$ cat src/sv/rtt_pkg.sv
// Shared types, constants and codes of the request tag tracker.
package rtt_pkg;

    localparam int SLOTS_DEF = 32;

    localparam int OPC_W   = 8;
    localparam int NODE_W  = 64;
    localparam int TAG_W   = 64;
    localparam int LEN_W   = 21;
    localparam int ERR_W   = 32;
    localparam int SLOT_W  = 5;
    localparam int STAT_W  = 2;
    localparam int ENTRY_W = TAG_W + OPC_W + NODE_W;

    localparam logic [LEN_W-1:0] HDR_LEN = LEN_W'(36);
    localparam logic [LEN_W-1:0] LEN_MAX = {LEN_W{1'b1}};
    localparam logic [TAG_W-1:0] TAG_RESET = TAG_W'(1);

    // Transaction opcodes
    localparam logic OP_SEND = 1'b0;
    localparam logic OP_RESP = 1'b1;

    // Result status codes
    typedef enum logic [STAT_W-1:0] {
        STAT_QUEUED  = 2'd0,
        STAT_FULL    = 2'd1,
        STAT_MATCHED = 2'd2,
        STAT_UNKNOWN = 2'd3
    } stat_t;

    typedef enum logic [1:0] {
        ST_IDLE,
        ST_FREE_SCAN,
        ST_TAG_SCAN
    } ctrl_state_t;

    // Controller -> datapath
    typedef struct packed {
        logic load;          // capture transaction fields, rewind scan
        logic step;          // advance scan index
        logic claim;         // take current slot, emit queued result
        logic release_slot;  // free compared slot, emit matched result
        logic emit_full;
        logic emit_miss;
    } dp_cmd_t;

    // Datapath -> controller
    typedef struct packed {
        logic cur_free;  // slot at scan index is free
        logic idx_last;  // scan index at last slot
        logic hit;       // compare stage matched an active slot
        logic cmp_last;  // compare stage holds last slot
    } dp_stat_t;

endpackage

$ cat src/sv/rtt_ram.sv
// Generic simple dual-port RAM with registered read.
module rtt_ram #(
    parameter int WIDTH = 8,
    parameter int DEPTH = 32
) (
    input  logic                     clk,
    input  logic                     we,
    input  logic [$clog2(DEPTH)-1:0] waddr,
    input  logic [WIDTH-1:0]         wdata,
    input  logic [$clog2(DEPTH)-1:0] raddr,
    output logic [WIDTH-1:0]         rdata
);

    logic [WIDTH-1:0] mem [DEPTH];
    logic [WIDTH-1:0] rdata_reg;

    always_ff @(posedge clk)
    begin
        if (we)
        begin
            mem[waddr] <= wdata;
        end
        rdata_reg <= mem[raddr];
    end

    assign rdata = rdata_reg;

endmodule

$ cat src/sv/rtt_ctrl.sv
// Sequencing controller of the request tag tracker.
module rtt_ctrl (
    input  logic              clk,
    input  logic              rst_n,
    input  logic              start,
    input  logic              op,
    output logic              busy,
    output rtt_pkg::dp_cmd_t  cmd,
    input  rtt_pkg::dp_stat_t dp_stat
);

    rtt_pkg::ctrl_state_t state_reg;
    rtt_pkg::ctrl_state_t state_next;

    always_ff @(posedge clk or negedge rst_n)
    begin
        if (!rst_n)
        begin
            state_reg <= rtt_pkg::ST_IDLE;
        end
        else
        begin
            state_reg <= state_next;
        end
    end

    always_comb
    begin
        state_next = state_reg;
        case (state_reg)
            rtt_pkg::ST_IDLE:
            begin
                if (start)
                begin
                    state_next = (op == rtt_pkg::OP_RESP) ? rtt_pkg::ST_TAG_SCAN
                                                          : rtt_pkg::ST_FREE_SCAN;
                end
            end
            rtt_pkg::ST_FREE_SCAN:
            begin
                if (dp_stat.cur_free || dp_stat.idx_last)
                begin
                    state_next = rtt_pkg::ST_IDLE;
                end
            end
            rtt_pkg::ST_TAG_SCAN:
            begin
                if (dp_stat.hit || dp_stat.cmp_last)
                begin
                    state_next = rtt_pkg::ST_IDLE;
                end
            end
            default:
            begin
                state_next = rtt_pkg::ST_IDLE;
            end
        endcase
    end

    always_comb
    begin
        cmd  = '0;
        busy = 1'b1;
        case (state_reg)
            rtt_pkg::ST_IDLE:
            begin
                busy     = 1'b0;
                cmd.load = start;
            end
            rtt_pkg::ST_FREE_SCAN:
            begin
                cmd.claim     = dp_stat.cur_free;
                cmd.emit_full = !dp_stat.cur_free && dp_stat.idx_last;
                cmd.step      = !dp_stat.cur_free && !dp_stat.idx_last;
            end
            rtt_pkg::ST_TAG_SCAN:
            begin
                cmd.release_slot = dp_stat.hit;
                cmd.emit_miss    = !dp_stat.hit && dp_stat.cmp_last;
                cmd.step         = !dp_stat.hit && !dp_stat.cmp_last;
            end
            default:
            begin
                busy = 1'b1;
            end
        endcase
    end

endmodule

$ cat src/sv/rtt_datapath.sv
// Slot table, scan counter, tag compare and result registers.
module rtt_datapath #(
    parameter int SLOTS = rtt_pkg::SLOTS_DEF
) (
    input  logic                         clk,
    input  logic                         rst_n,
    input  rtt_pkg::dp_cmd_t             cmd,
    output rtt_pkg::dp_stat_t            dp_stat,
    input  logic [rtt_pkg::OPC_W-1:0]    req_opcode,
    input  logic [rtt_pkg::NODE_W-1:0]   node_id,
    input  logic [rtt_pkg::LEN_W-1:0]    arg_len,
    input  logic [rtt_pkg::TAG_W-1:0]    resp_unique,
    input  logic signed [rtt_pkg::ERR_W-1:0] resp_error,
    output logic                         done,
    output logic [rtt_pkg::STAT_W-1:0]   status,
    output logic [rtt_pkg::SLOT_W-1:0]   slot,
    output logic [rtt_pkg::TAG_W-1:0]    tag,
    output logic [rtt_pkg::LEN_W-1:0]    total_len,
    output logic [rtt_pkg::OPC_W-1:0]    match_opcode,
    output logic [rtt_pkg::NODE_W-1:0]   match_node,
    output logic signed [rtt_pkg::ERR_W-1:0] match_error
);

    localparam int IDX_W = $clog2(SLOTS);
    localparam logic [IDX_W-1:0] IDX_LAST = IDX_W'(SLOTS - 1);

    // captured transaction
    logic [rtt_pkg::OPC_W-1:0]        opc_reg;
    logic [rtt_pkg::NODE_W-1:0]       node_reg;
    logic [rtt_pkg::LEN_W-1:0]        alen_reg;
    logic [rtt_pkg::TAG_W-1:0]        runiq_reg;
    logic signed [rtt_pkg::ERR_W-1:0] rerr_reg;

    logic [SLOTS-1:0]           active_reg;
    logic [rtt_pkg::TAG_W-1:0]  next_tag_reg;
    logic [IDX_W-1:0]           idx_reg;
    logic [IDX_W-1:0]           cmp_idx_reg;
    logic                       cmp_valid_reg;

    logic                         done_reg;
    logic [rtt_pkg::STAT_W-1:0]   status_reg;
    logic [rtt_pkg::SLOT_W-1:0]   slot_reg;
    logic [rtt_pkg::TAG_W-1:0]    tag_reg;
    logic [rtt_pkg::LEN_W-1:0]    total_len_reg;
    logic [rtt_pkg::OPC_W-1:0]    mopc_reg;
    logic [rtt_pkg::NODE_W-1:0]   mnode_reg;
    logic signed [rtt_pkg::ERR_W-1:0] merr_reg;

    logic [rtt_pkg::ENTRY_W-1:0]  wr_entry;
    logic [rtt_pkg::ENTRY_W-1:0]  rd_entry;
    logic [rtt_pkg::TAG_W-1:0]    rd_tag;
    logic [rtt_pkg::OPC_W-1:0]    rd_opc;
    logic [rtt_pkg::NODE_W-1:0]   rd_node;
    logic [rtt_pkg::LEN_W:0]      len_sum;
    logic [rtt_pkg::LEN_W-1:0]    len_sat;
    logic [IDX_W+rtt_pkg::SLOT_W-1:0] idx_ext;
    logic [IDX_W+rtt_pkg::SLOT_W-1:0] cmp_ext;

    assign wr_entry = {next_tag_reg, opc_reg, node_reg};
    assign rd_tag   = rd_entry[rtt_pkg::ENTRY_W-1 -: rtt_pkg::TAG_W];
    assign rd_opc   = rd_entry[rtt_pkg::NODE_W +: rtt_pkg::OPC_W];
    assign rd_node  = rd_entry[rtt_pkg::NODE_W-1:0];

    rtt_ram #(
        .WIDTH (rtt_pkg::ENTRY_W),
        .DEPTH (SLOTS)
    ) u_entry_ram (
        .clk   (clk),
        .we    (cmd.claim),
        .waddr (idx_reg),
        .wdata (wr_entry),
        .raddr (idx_reg),
        .rdata (rd_entry)
    );

    assign len_sum = {1'b0, rtt_pkg::HDR_LEN} + {1'b0, alen_reg};
    assign len_sat = len_sum[rtt_pkg::LEN_W] ? rtt_pkg::LEN_MAX
                                             : len_sum[rtt_pkg::LEN_W-1:0];

    assign idx_ext = {{rtt_pkg::SLOT_W{1'b0}}, idx_reg};
    assign cmp_ext = {{rtt_pkg::SLOT_W{1'b0}}, cmp_idx_reg};

    assign dp_stat.cur_free = !active_reg[idx_reg];
    assign dp_stat.idx_last = (idx_reg == IDX_LAST);
    assign dp_stat.hit      = cmp_valid_reg && active_reg[cmp_idx_reg]
                              && (rd_tag == runiq_reg);
    assign dp_stat.cmp_last = cmp_valid_reg && (cmp_idx_reg == IDX_LAST);

    always_ff @(posedge clk)
    begin
        if (cmd.load)
        begin
            opc_reg   <= req_opcode;
            node_reg  <= node_id;
            alen_reg  <= arg_len;
            runiq_reg <= resp_unique;
            rerr_reg  <= resp_error;
        end
    end

    // control state: occupancy, tag counter, scan position
    always_ff @(posedge clk or negedge rst_n)
    begin
        if (!rst_n)
        begin
            active_reg    <= '0;
            next_tag_reg  <= rtt_pkg::TAG_RESET;
            idx_reg       <= '0;
            cmp_idx_reg   <= '0;
            cmp_valid_reg <= 1'b0;
            done_reg      <= 1'b0;
        end
        else
        begin
            done_reg <= cmd.claim || cmd.release_slot || cmd.emit_full || cmd.emit_miss;
            if (cmd.load)
            begin
                idx_reg       <= '0;
                cmp_valid_reg <= 1'b0;
            end
            else if (cmd.step)
            begin
                if (idx_reg != IDX_LAST)
                begin
                    idx_reg <= idx_reg + IDX_W'(1);
                end
                cmp_idx_reg   <= idx_reg;
                cmp_valid_reg <= 1'b1;
            end
            if (cmd.claim)
            begin
                active_reg[idx_reg] <= 1'b1;
                next_tag_reg        <= next_tag_reg + rtt_pkg::TAG_W'(1);
            end
            if (cmd.release_slot)
            begin
                active_reg[cmp_idx_reg] <= 1'b0;
            end
        end
    end

    // result registers
    always_ff @(posedge clk)
    begin
        if (cmd.claim || cmd.release_slot || cmd.emit_full || cmd.emit_miss)
        begin
            status_reg    <= rtt_pkg::STAT_FULL;
            slot_reg      <= '0;
            tag_reg       <= '0;
            total_len_reg <= '0;
            mopc_reg      <= '0;
            mnode_reg     <= '0;
            merr_reg      <= '0;
            if (cmd.claim)
            begin
                status_reg    <= rtt_pkg::STAT_QUEUED;
                slot_reg      <= idx_ext[rtt_pkg::SLOT_W-1:0];
                tag_reg       <= next_tag_reg;
                total_len_reg <= len_sat;
            end
            else if (cmd.release_slot)
            begin
                status_reg <= rtt_pkg::STAT_MATCHED;
                slot_reg   <= cmp_ext[rtt_pkg::SLOT_W-1:0];
                tag_reg    <= rd_tag;
                mopc_reg   <= rd_opc;
                mnode_reg  <= rd_node;
                merr_reg   <= rerr_reg;
            end
            else if (cmd.emit_miss)
            begin
                status_reg <= rtt_pkg::STAT_UNKNOWN;
                tag_reg    <= runiq_reg;
            end
        end
    end

    assign done         = done_reg;
    assign status       = status_reg;
    assign slot         = slot_reg;
    assign tag          = tag_reg;
    assign total_len    = total_len_reg;
    assign match_opcode = mopc_reg;
    assign match_node   = mnode_reg;
    assign match_error  = merr_reg;

    a_one_result: assert property (@(posedge clk) disable iff (!rst_n)
        $onehot0({cmd.claim, cmd.release_slot, cmd.emit_full, cmd.emit_miss}))
        else $error("more than one result command in a cycle");

    a_claim_free: assert property (@(posedge clk) disable iff (!rst_n)
        cmd.claim |=> active_reg[$past(idx_reg)])
        else $error("claimed slot not marked active");

    a_release_clears: assert property (@(posedge clk) disable iff (!rst_n)
        cmd.release_slot |=> !active_reg[$past(cmp_idx_reg)])
        else $error("released slot still active");

    a_done_pulse: assert property (@(posedge clk) disable iff (!rst_n)
        done_reg |=> !done_reg)
        else $error("result strobe held for two cycles");

    a_tag_advance: assert property (@(posedge clk) disable iff (!rst_n)
        cmd.emit_full |=> (next_tag_reg == $past(next_tag_reg)))
        else $error("tag counter moved on a full table");

endmodule

$ cat src/sv/request_tag_tracker.sv
// Top level of the request tag tracker: controller plus slot table datapath.
//
//  Channel  Handshake           Fields
//  -------  ------------------  --------------------------------------------------------
//  command  start in, busy out  op req_opcode node_id arg_len resp_unique resp_error
//  result   done out, 1 cycle   status slot tag total_len match_opcode match_node match_error
//
// A transaction is taken on an edge with start high and busy low; busy stays high until
// the result is registered. Send: the scan ends at the lowest free slot, or at the last
// slot when the table is full. Response: the tag compare works on the registered entry
// RAM read and ends at the lowest matching slot, or at the last slot on a miss.
// done is high for the first cycle with busy low and cannot be stalled; a new transaction
// may be taken in that cycle. Reset clears occupancy and sets the tag counter to one.
module request_tag_tracker #(
    parameter int SLOTS = rtt_pkg::SLOTS_DEF
) (
    input  logic                             clk,
    input  logic                             rst_n,
    input  logic                             start,
    output logic                             busy,
    input  logic                             op,
    input  logic [rtt_pkg::OPC_W-1:0]        req_opcode,
    input  logic [rtt_pkg::NODE_W-1:0]       node_id,
    input  logic [rtt_pkg::LEN_W-1:0]        arg_len,
    input  logic [rtt_pkg::TAG_W-1:0]        resp_unique,
    input  logic signed [rtt_pkg::ERR_W-1:0] resp_error,
    output logic                             done,
    output logic [rtt_pkg::STAT_W-1:0]       status,
    output logic [rtt_pkg::SLOT_W-1:0]       slot,
    output logic [rtt_pkg::TAG_W-1:0]        tag,
    output logic [rtt_pkg::LEN_W-1:0]        total_len,
    output logic [rtt_pkg::OPC_W-1:0]        match_opcode,
    output logic [rtt_pkg::NODE_W-1:0]       match_node,
    output logic signed [rtt_pkg::ERR_W-1:0] match_error
);

    rtt_pkg::dp_cmd_t  cmd;
    rtt_pkg::dp_stat_t dp_stat;

    // Controller: idle / free-slot scan / tag scan
    rtt_ctrl u_ctrl (
        .clk     (clk),
        .rst_n   (rst_n),
        .start   (start),
        .op      (op),
        .busy    (busy),
        .cmd     (cmd),
        .dp_stat (dp_stat)
    );

    // Datapath: occupancy bits, entry RAM, tag counter, result registers
    rtt_datapath #(
        .SLOTS (SLOTS)
    ) u_datapath (
        .clk          (clk),
        .rst_n        (rst_n),
        .cmd          (cmd),
        .dp_stat      (dp_stat),
        .req_opcode   (req_opcode),
        .node_id      (node_id),
        .arg_len      (arg_len),
        .resp_unique  (resp_unique),
        .resp_error   (resp_error),
        .done         (done),
        .status       (status),
        .slot         (slot),
        .tag          (tag),
        .total_len    (total_len),
        .match_opcode (match_opcode),
        .match_node   (match_node),
        .match_error  (match_error)
    );

endmodule

$ cat config.mk
export PLATFORM = sky130hd
export DESIGN_NAME = request_tag_tracker
export DESIGN_NICKNAME = d
export VERILOG_FILES = /design/src/sv/rtt_pkg.sv /design/src/sv/rtt_ram.sv /design/src/sv/rtt_ctrl.sv /design/src/sv/rtt_datapath.sv /design/src/sv/request_tag_tracker.sv
export SDC_FILE = /design/constraint.sdc
export NUM_CORES = 2
export LEC_CHECK = 0
export ABC_AREA = 1
export BUFFER_PORTS_ARGS = -buffer_cell sky130_fd_sc_hd__buf_2
export CELL_PAD_IN_SITES_DETAIL_PLACEMENT = 1
export CELL_PAD_IN_SITES_GLOBAL_PLACEMENT = 2
export CORE_ASPECT_RATIO = 0.9
export CORE_MARGIN = 2
export CORE_UTILIZATION = 38
export DETAILED_ROUTE_END_ITERATION = 6
export PLACE_DENSITY = 0.71
export SYNTH_ARGS = -nofsm -noshare
export SYNTH_HDL_FRONTEND = slang
export SYNTH_MEMORY_MAX_BITS = 65536
export SYNTH_SLANG_ARGS = --single-unit
$ cat constraint.sdc
create_clock -name clk -period 15 [get_ports clk]
set_clock_uncertainty 0.05 [all_clocks]
set_input_delay 1.5 -clock clk [delete_from_list [all_inputs] [get_ports clk]]
set_output_delay 1.5 -clock clk [all_outputs]
set_load 0.02 [all_outputs]
# Word level (Yosys, flattened, before mapping)
# Memory sizes are Yosys's and may differ from the RTL's. A register that Yosys moved wholly into a read port is not among the register bits.
# Cells that the tools add are included.
# totals
register_bits	495
ram_bits	4352
in_bits	193
output_inout_bits	198
word_cells	105
mem_count	1
# memory_table
memory	words	width	rd	rd_clocked_by_memory_dff	write_ports	line_no	rtl
u_datapath.u_entry_ram.mem	32	136	1	1	1	rtt_ram.sv:14	logic [WIDTH-1:0] mem [DEPTH];
# op_classes
n_addsub	3
n_lt_le_gt_ge	4
eq_ne	9
n_mux	37
bitwise_logic	5
n_reduce_logical	26
# op_table
op	count
64-bit 2-to-1 mux	3
64-bit by 1-bit adder with 64-bit output (second input constant)	1
64-bit equality test	1
32-bit 2-to-1 mux	2
32-bit AND	1
32-bit inverter	1
32-bit OR	1
5-bit 2-to-1 mux	5
6-bit by 21-bit adder with 22-bit output (first input constant)	1
21-bit 2-to-1 mux	1
1-bit 2-to-1 mux	14
5-bit by 6-bit less-than comparator with 1-bit output (second input constant)	2
2-bit 2-to-1 mux	6
1-bit binary-select mux with 5-bit select	2
1-bit demux with 5-bit select	2
5-bit equality test (second input constant)	2
5-bit by 1-bit greater-or-equal comparator with 1-bit output (second input constant)	2
1-bit logical AND	9
2-bit case mux with 3 select lines	1
5-bit by 1-bit adder with 5-bit output (second input constant)	1
1-bit logical OR	5
5-bit inequality test (second input constant)	1
1-bit zero test	4
2-bit by 1-bit inequality test with 1-bit output (second input constant)	2
10 further kinds	14

# Depth between registers and ports, before layout
# logic_depth
ltp_word	10
ltp_mapped	19
ltp_nobuf	16

# Cells and area by module
# A second synthesis with hierarchy kept.
# unflattened
cells_unflattened	16113
area_unflattened_um2	197355.5
# by_module_without_submodules
mod	n_inst	cells_each	area_each_um2	seq_area_each_um2
rtt_ram	1	14044	175600.9	133407.9
rtt_datapath	1	2035	21524.4	14264.9
rtt_ctrl	1	34	230.2	50.0

# Worst setup path before layout
# Ideal clock, no wire load.
# synth_path
path_type	reg2reg
from	register u_datapath.idx_reg[0]
to	register u_datapath.done_reg (netlist: u_datapath.done)
setup_ps	1541
arrival_ps	14966
t_required_ps	13409
slack_ps	-1557
path_stages_with_launch	11
n_path_buf	3
period_less_slack_ps	16557
cell_sequence	dfrtp_1 buf_2 buf_4 buf_6 nor2_1 o21ai_1 nand2_1 nand2_1 nor2_2 a21oi_1 o21ai_0
# synth_between
elab_chain_cells	7
word_cells_on_any_way	10
classes_between	eq/ne: 1; mux: 4; reduce/logical: 5
# synth_rtl
element	line_no	rtl
from (decl)	rtt_datapath.sv:36	logic [IDX_W-1:0] idx_reg;
from (signal assigned)	rtt_datapath.sv:125	idx_reg <= idx_reg + IDX_W'(1);
1-bit binary-select mux with 5-bit select	rtt_datapath.sv:83	assign dp_stat.cur_free = !active_reg[idx_reg];
1-bit 2-to-1 mux (implied by the code)	rtt_datapath.sv:83	
1-bit zero test	rtt_datapath.sv:83	
1-bit 2-to-1 mux	rtt_ctrl.sv:64	case (state_reg)
1-bit logical OR	rtt_datapath.sv:115	done_reg <= cmd.claim || cmd.release_slot || cmd.emit_full || cmd.emit_miss;
1-bit logical OR * (2 in series)	rtt_datapath.sv:115	
to (signal assigned)	rtt_datapath.sv:115	
to (decl)	rtt_datapath.sv:40	logic done_reg;
# Every way passes the cells marked *; elsewhere a longest branch is shown, timed or not. The select of a mux whose other input is x is not followed.
# A chain may end at the register's enable or synchronous reset.

# Final worst setup path
# layout_path
from	register u_datapath.idx_reg[0]
to	memory u_datapath.u_entry_ram.mem[5][47] (netlist bit) (enable)
# layout_between
elab_chain_cells	6
# layout_rtl
element	line_no	rtl
1-bit binary-select mux with 5-bit select	rtt_datapath.sv:83	
1-bit 2-to-1 mux (implied by the code)	rtt_datapath.sv:83	
1-bit zero test	rtt_datapath.sv:83	
1-bit 2-to-1 mux	rtt_ctrl.sv:64	
1-bit 2-to-1 mux	rtt_ram.sv:19	if (we)
1-bit 2-to-1 mux (implied by the code)	rtt_ram.sv:21	mem[waddr] <= wdata;
to (decl)	rtt_ram.sv:14	
# Several ways; a longest one is shown, not always the timed one. The select of a mux whose other input is x is not followed.

==> flow_metrics.tcl <==
set metrics [dict create \
    status "finished, final reports clean" \
    cp_top_family "buffers and inverters" \
    grt_pass1_wl_mm 914 \
    grt_max_degree 204 \
    dp_hpwl_mm 335 \
    power.total_uw 39200 \
    cap_violations 0 \
    drt_iter0_drc 13100 \
    synth-edff-count 4737 \
    worstHoldPathType "in -> async" \
    gp_congestion 0.865 \
    crit_path_cell_trace "inv_8 > buf_4 > a21oi_1 > o21ai_0 > nand2_1 > nand2_1 > nand2_1 > nor2_2 > nand2_1 > nor2_4 > buf_4 > nand2_1 > nor2_4 > buf_4 > buf_4" \
    power_density_nw_per_um2 180 \
    final_cells 21500 \
    yosysWarningCount 0 \
    grt.overflow.total 0 \
    drt-total-wl_mm 638 \
    clk_latency_ps 1070 \
    ys_types 45 \
    end_kind "flip-flop" \
    ys.flop_type "edfxtp_1" \
    crit_required_ps 15650 \
    path_buf_inv 5 \
    critPathMostFrequentCell "nand2_1" \
    grt.total_usage_pct 24.4 \
    post-route-drc-count 0 \
    worstMarginPinSlew_ps 1430 \
    multi_input_area_sq_um 38700 \
    grt_setup_unrepaired "false" \
    die_x_microns 751 \
    start_kind "flip-flop" \
    synth_compound_area_share_pct 11.9 \
    fmax_mhz 131 \
    cts_buffer_depth 4 \
    ys_seq_area_share_pct 77.3 \
    dp_cells 20500 \
    syn_nets 14200 \
    viasPerCell 5.71 \
    pre_cts_ws_ps 7270 \
    ant_nets 0 \
    grt_pass1_vias 123000 \
    synth_area_sq_um 191000 \
    cts_htree_levels 6 \
    synth_xor_area_share_pct 0.403 \
    cts_tree "yes" \
    numCtsBuffers 536 \
    async_flop_share_pct 2.21 \
    final_nets 14500 \
    critPathMaxFanout 104 \
    cts_sinks 4983 \
    clockRootBuffer "clkbuf_16" \
    finalCritPeriodShare_pct 50.9 \
    first_pass_iters 6 \
    syn_inst 14000 \
    cp.arrival_ps 8280 \
    maxSlewViolCount 0 \
    synthMuxAreaShare_pct 0 \
    p_leak_uw 0.0686 \
    syn_to_final_growth_pct 14.0 \
    yosys.area_share.simple_pct 7.75 \
    slowest_delay_ps 1240 \
    dr_total_vias 123000 \
    synth.avg_cell_area_sq_um 13.6 \
    antenna_found_initial 19 \
    peakVddDrop_uv 129 \
    setup_tns_ps 0 \
    io_buffers 390 \
    worst-setup-path-type "reg -> reg" \
    yosysTopAreaCellShare_pct 74.4 \
    max_slew_margin_pct 4.90 \
    rows 247 \
    io_pins 391 \
    post-cts-setup-buffer-count 0 \
    largest_register_ffs 4352 \
    setup_viol 0 \
    yosysTopAreaCell "edfxtp_1" \
    drive_gt1_share_pct 10.2 \
    ff_latch_area_sq_um 148000 \
    min_period_ps 7630 \
    clkTransAtPathRegs_ps 70 \
    cts_resized 0 \
    start_util_pct 38.1 \
    wl_per_cell_microns 29.7 \
    finalHoldViolCount 0 \
    synth-seq-cells 4983 \
    synth_top_family_by_area "compound AO/OA/AOI/OAI gates" \
    nFillCells 50800 \
    core_area_sq_um 502000 \
    die_y_microns 677 \
    setup_slack_ps 7370 \
    die_area_sq_um 509000 \
    yosys-top-cells-area "edfxtp_1 74%, o21ai_0 5.9%, nor2_1 4.9%, o22ai_1 3.6%, nand2_1 1.8%" \
    postCtsHoldBufs 0 \
    crit_path_top_delay_cell "nor2_4" \
    synthAdderAreaFrac_pct 0.0655 \
]
## worst paths after layout
kind                                                     from                                           to  slack (ps)  cells past startpoint
max reg2reg                 u_datapath.idx_reg[0]$_DFFE_PN0P_  u_datapath.u_entry_ram.mem[5][47]$_DFFE_PP_        7370                     15
min reg2reg                u_datapath.active_reg[6]$_DFF_PN0_           u_datapath.active_reg[6]$_DFF_PN0_         440                      2
min                                                     rst_n                    u_datapath.done$_DFF_PN0_         400                      1
max in group asynchronous                               rst_n       u_datapath.next_tag_reg[2]$_DFFE_PN0P_       13180                      2
max                         u_datapath.idx_reg[0]$_DFFE_PN0P_  u_datapath.u_entry_ram.mem[5][47]$_DFFE_PP_        7370                     15
min in group clk           u_datapath.active_reg[6]$_DFF_PN0_           u_datapath.active_reg[6]$_DFF_PN0_         440                      2
## final cells by class
cell class	instances	share of cell area, %
multi-input cells	7774	17.8
diodes	8	0.00919
clock inverters	245	1.01
repair buffers	684	2.08
flip-flops and latches	4983	67.8
well taps	6723	3.86
clock buffers	728	6.79
inverters	359	0.639
## cells by family after synthesis
kind of cell | Yosys count
buf+inv | 1274
compound gates | 3898
xor+xnor | 88
simple gates | 3778
flops | 4983
fa+ha+maj | 10
## worst register-to-register path, cell delays in order, from the launching register on
cell and delay, ps:
dfrtp_4 720, inv_8 520, buf_4 940, a21oi_1 150, o21ai_0 150, nand2_1 100
nand2_1 110, nand2_1 90, nor2_2 200, nand2_1 160, nor2_4 100, buf_4 410
nand2_1 620, nor2_4 1240, buf_4 880, buf_4 740
## where the power goes
part	total [uW]	internal, uW	leakage, uW	switching, uW
registers	17000	16200	0.0427	771
clock network	13000	7420	0.00828	5620
logic	9230	2260	0.0177	6960
total	39200	25900	0.0686	13400
## cells in the mapped netlist (2+ instances only)
| master | number |
|---|---|
| a22o_1 | 178 |
| nand4_1 | 71 |
| or2_2 | 8 |
| inv_2 | 4 |
| buf_1 | 36 |
| nand2_1 | 915 |
| dfrtp_1 | 109 |
| edfxtp_1 | 4737 |
| nor2_1 | 2509 |
| o211ai_1 | 53 |
| o21ai_1 | 35 |
| a221oi_1 | 258 |
| nor2_2 | 3 |
| a211o_1 | 2 |
| xnor2_1 | 30 |
| clkinv_1 | 3 |
| nand2_2 | 2 |
| nand3b_1 | 2 |
| xor2_1 | 58 |
| nor4_1 | 16 |
| a31oi_1 | 3 |
| nand3_1 | 186 |
| clkbuf_1 | 785 |
| o22ai_1 | 1093 |
| o21ai_0 | 2240 |
| inv_1 | 352 |
| nor3_2 | 3 |
| a21oi_1 | 24 |
| nor3_1 | 55 |
| buf_4 | 5 |
| o211ai_2 | 10 |
| buf_6 | 2 |
| ha_1 | 10 |
| nor3b_1 | 2 |
| buf_2 | 87 |
| dfxtp_1 | 136 |
## through the flow
stage	hold WS, ps	utilization (%)	area [sq um]
2_1_floorplan	405	-	191000
3_3_place_gp	430	40.0	201000
3_5_place_dp	422	40.0	201000
4_1_cts	347	43.4	218000
5_1_grt	418	43.4	218000
6_report	396	43.4	218000
## placed cells by master (no fill, tap or decap), types with 58 or more instances in the layout
master and count:
nor2_1 2475, nand3_1 185, nand2_1 914, clkinv_2 71
buf_2 389, dfxtp_1 136, edfxtp_1 4737, a221oi_1 258
a22o_1 178, clkbuf_16 555, buf_4 264, clkbuf_1 148
o21ai_0 2239, inv_1 348, nand4_1 71, xor2_1 58
o22ai_1 1093, clkinv_1 94, dfrtp_1 95
## metal layers
metal / track usage, % / share of wire (%)
met1: 35.5 / 45
met2: 39.1 / 47
met3: 2.83 / 5.7
met4: 6.38 / 2.7
met5: 0 / 0.0019
Note: power is estimated with default switching activity, not from simulation.
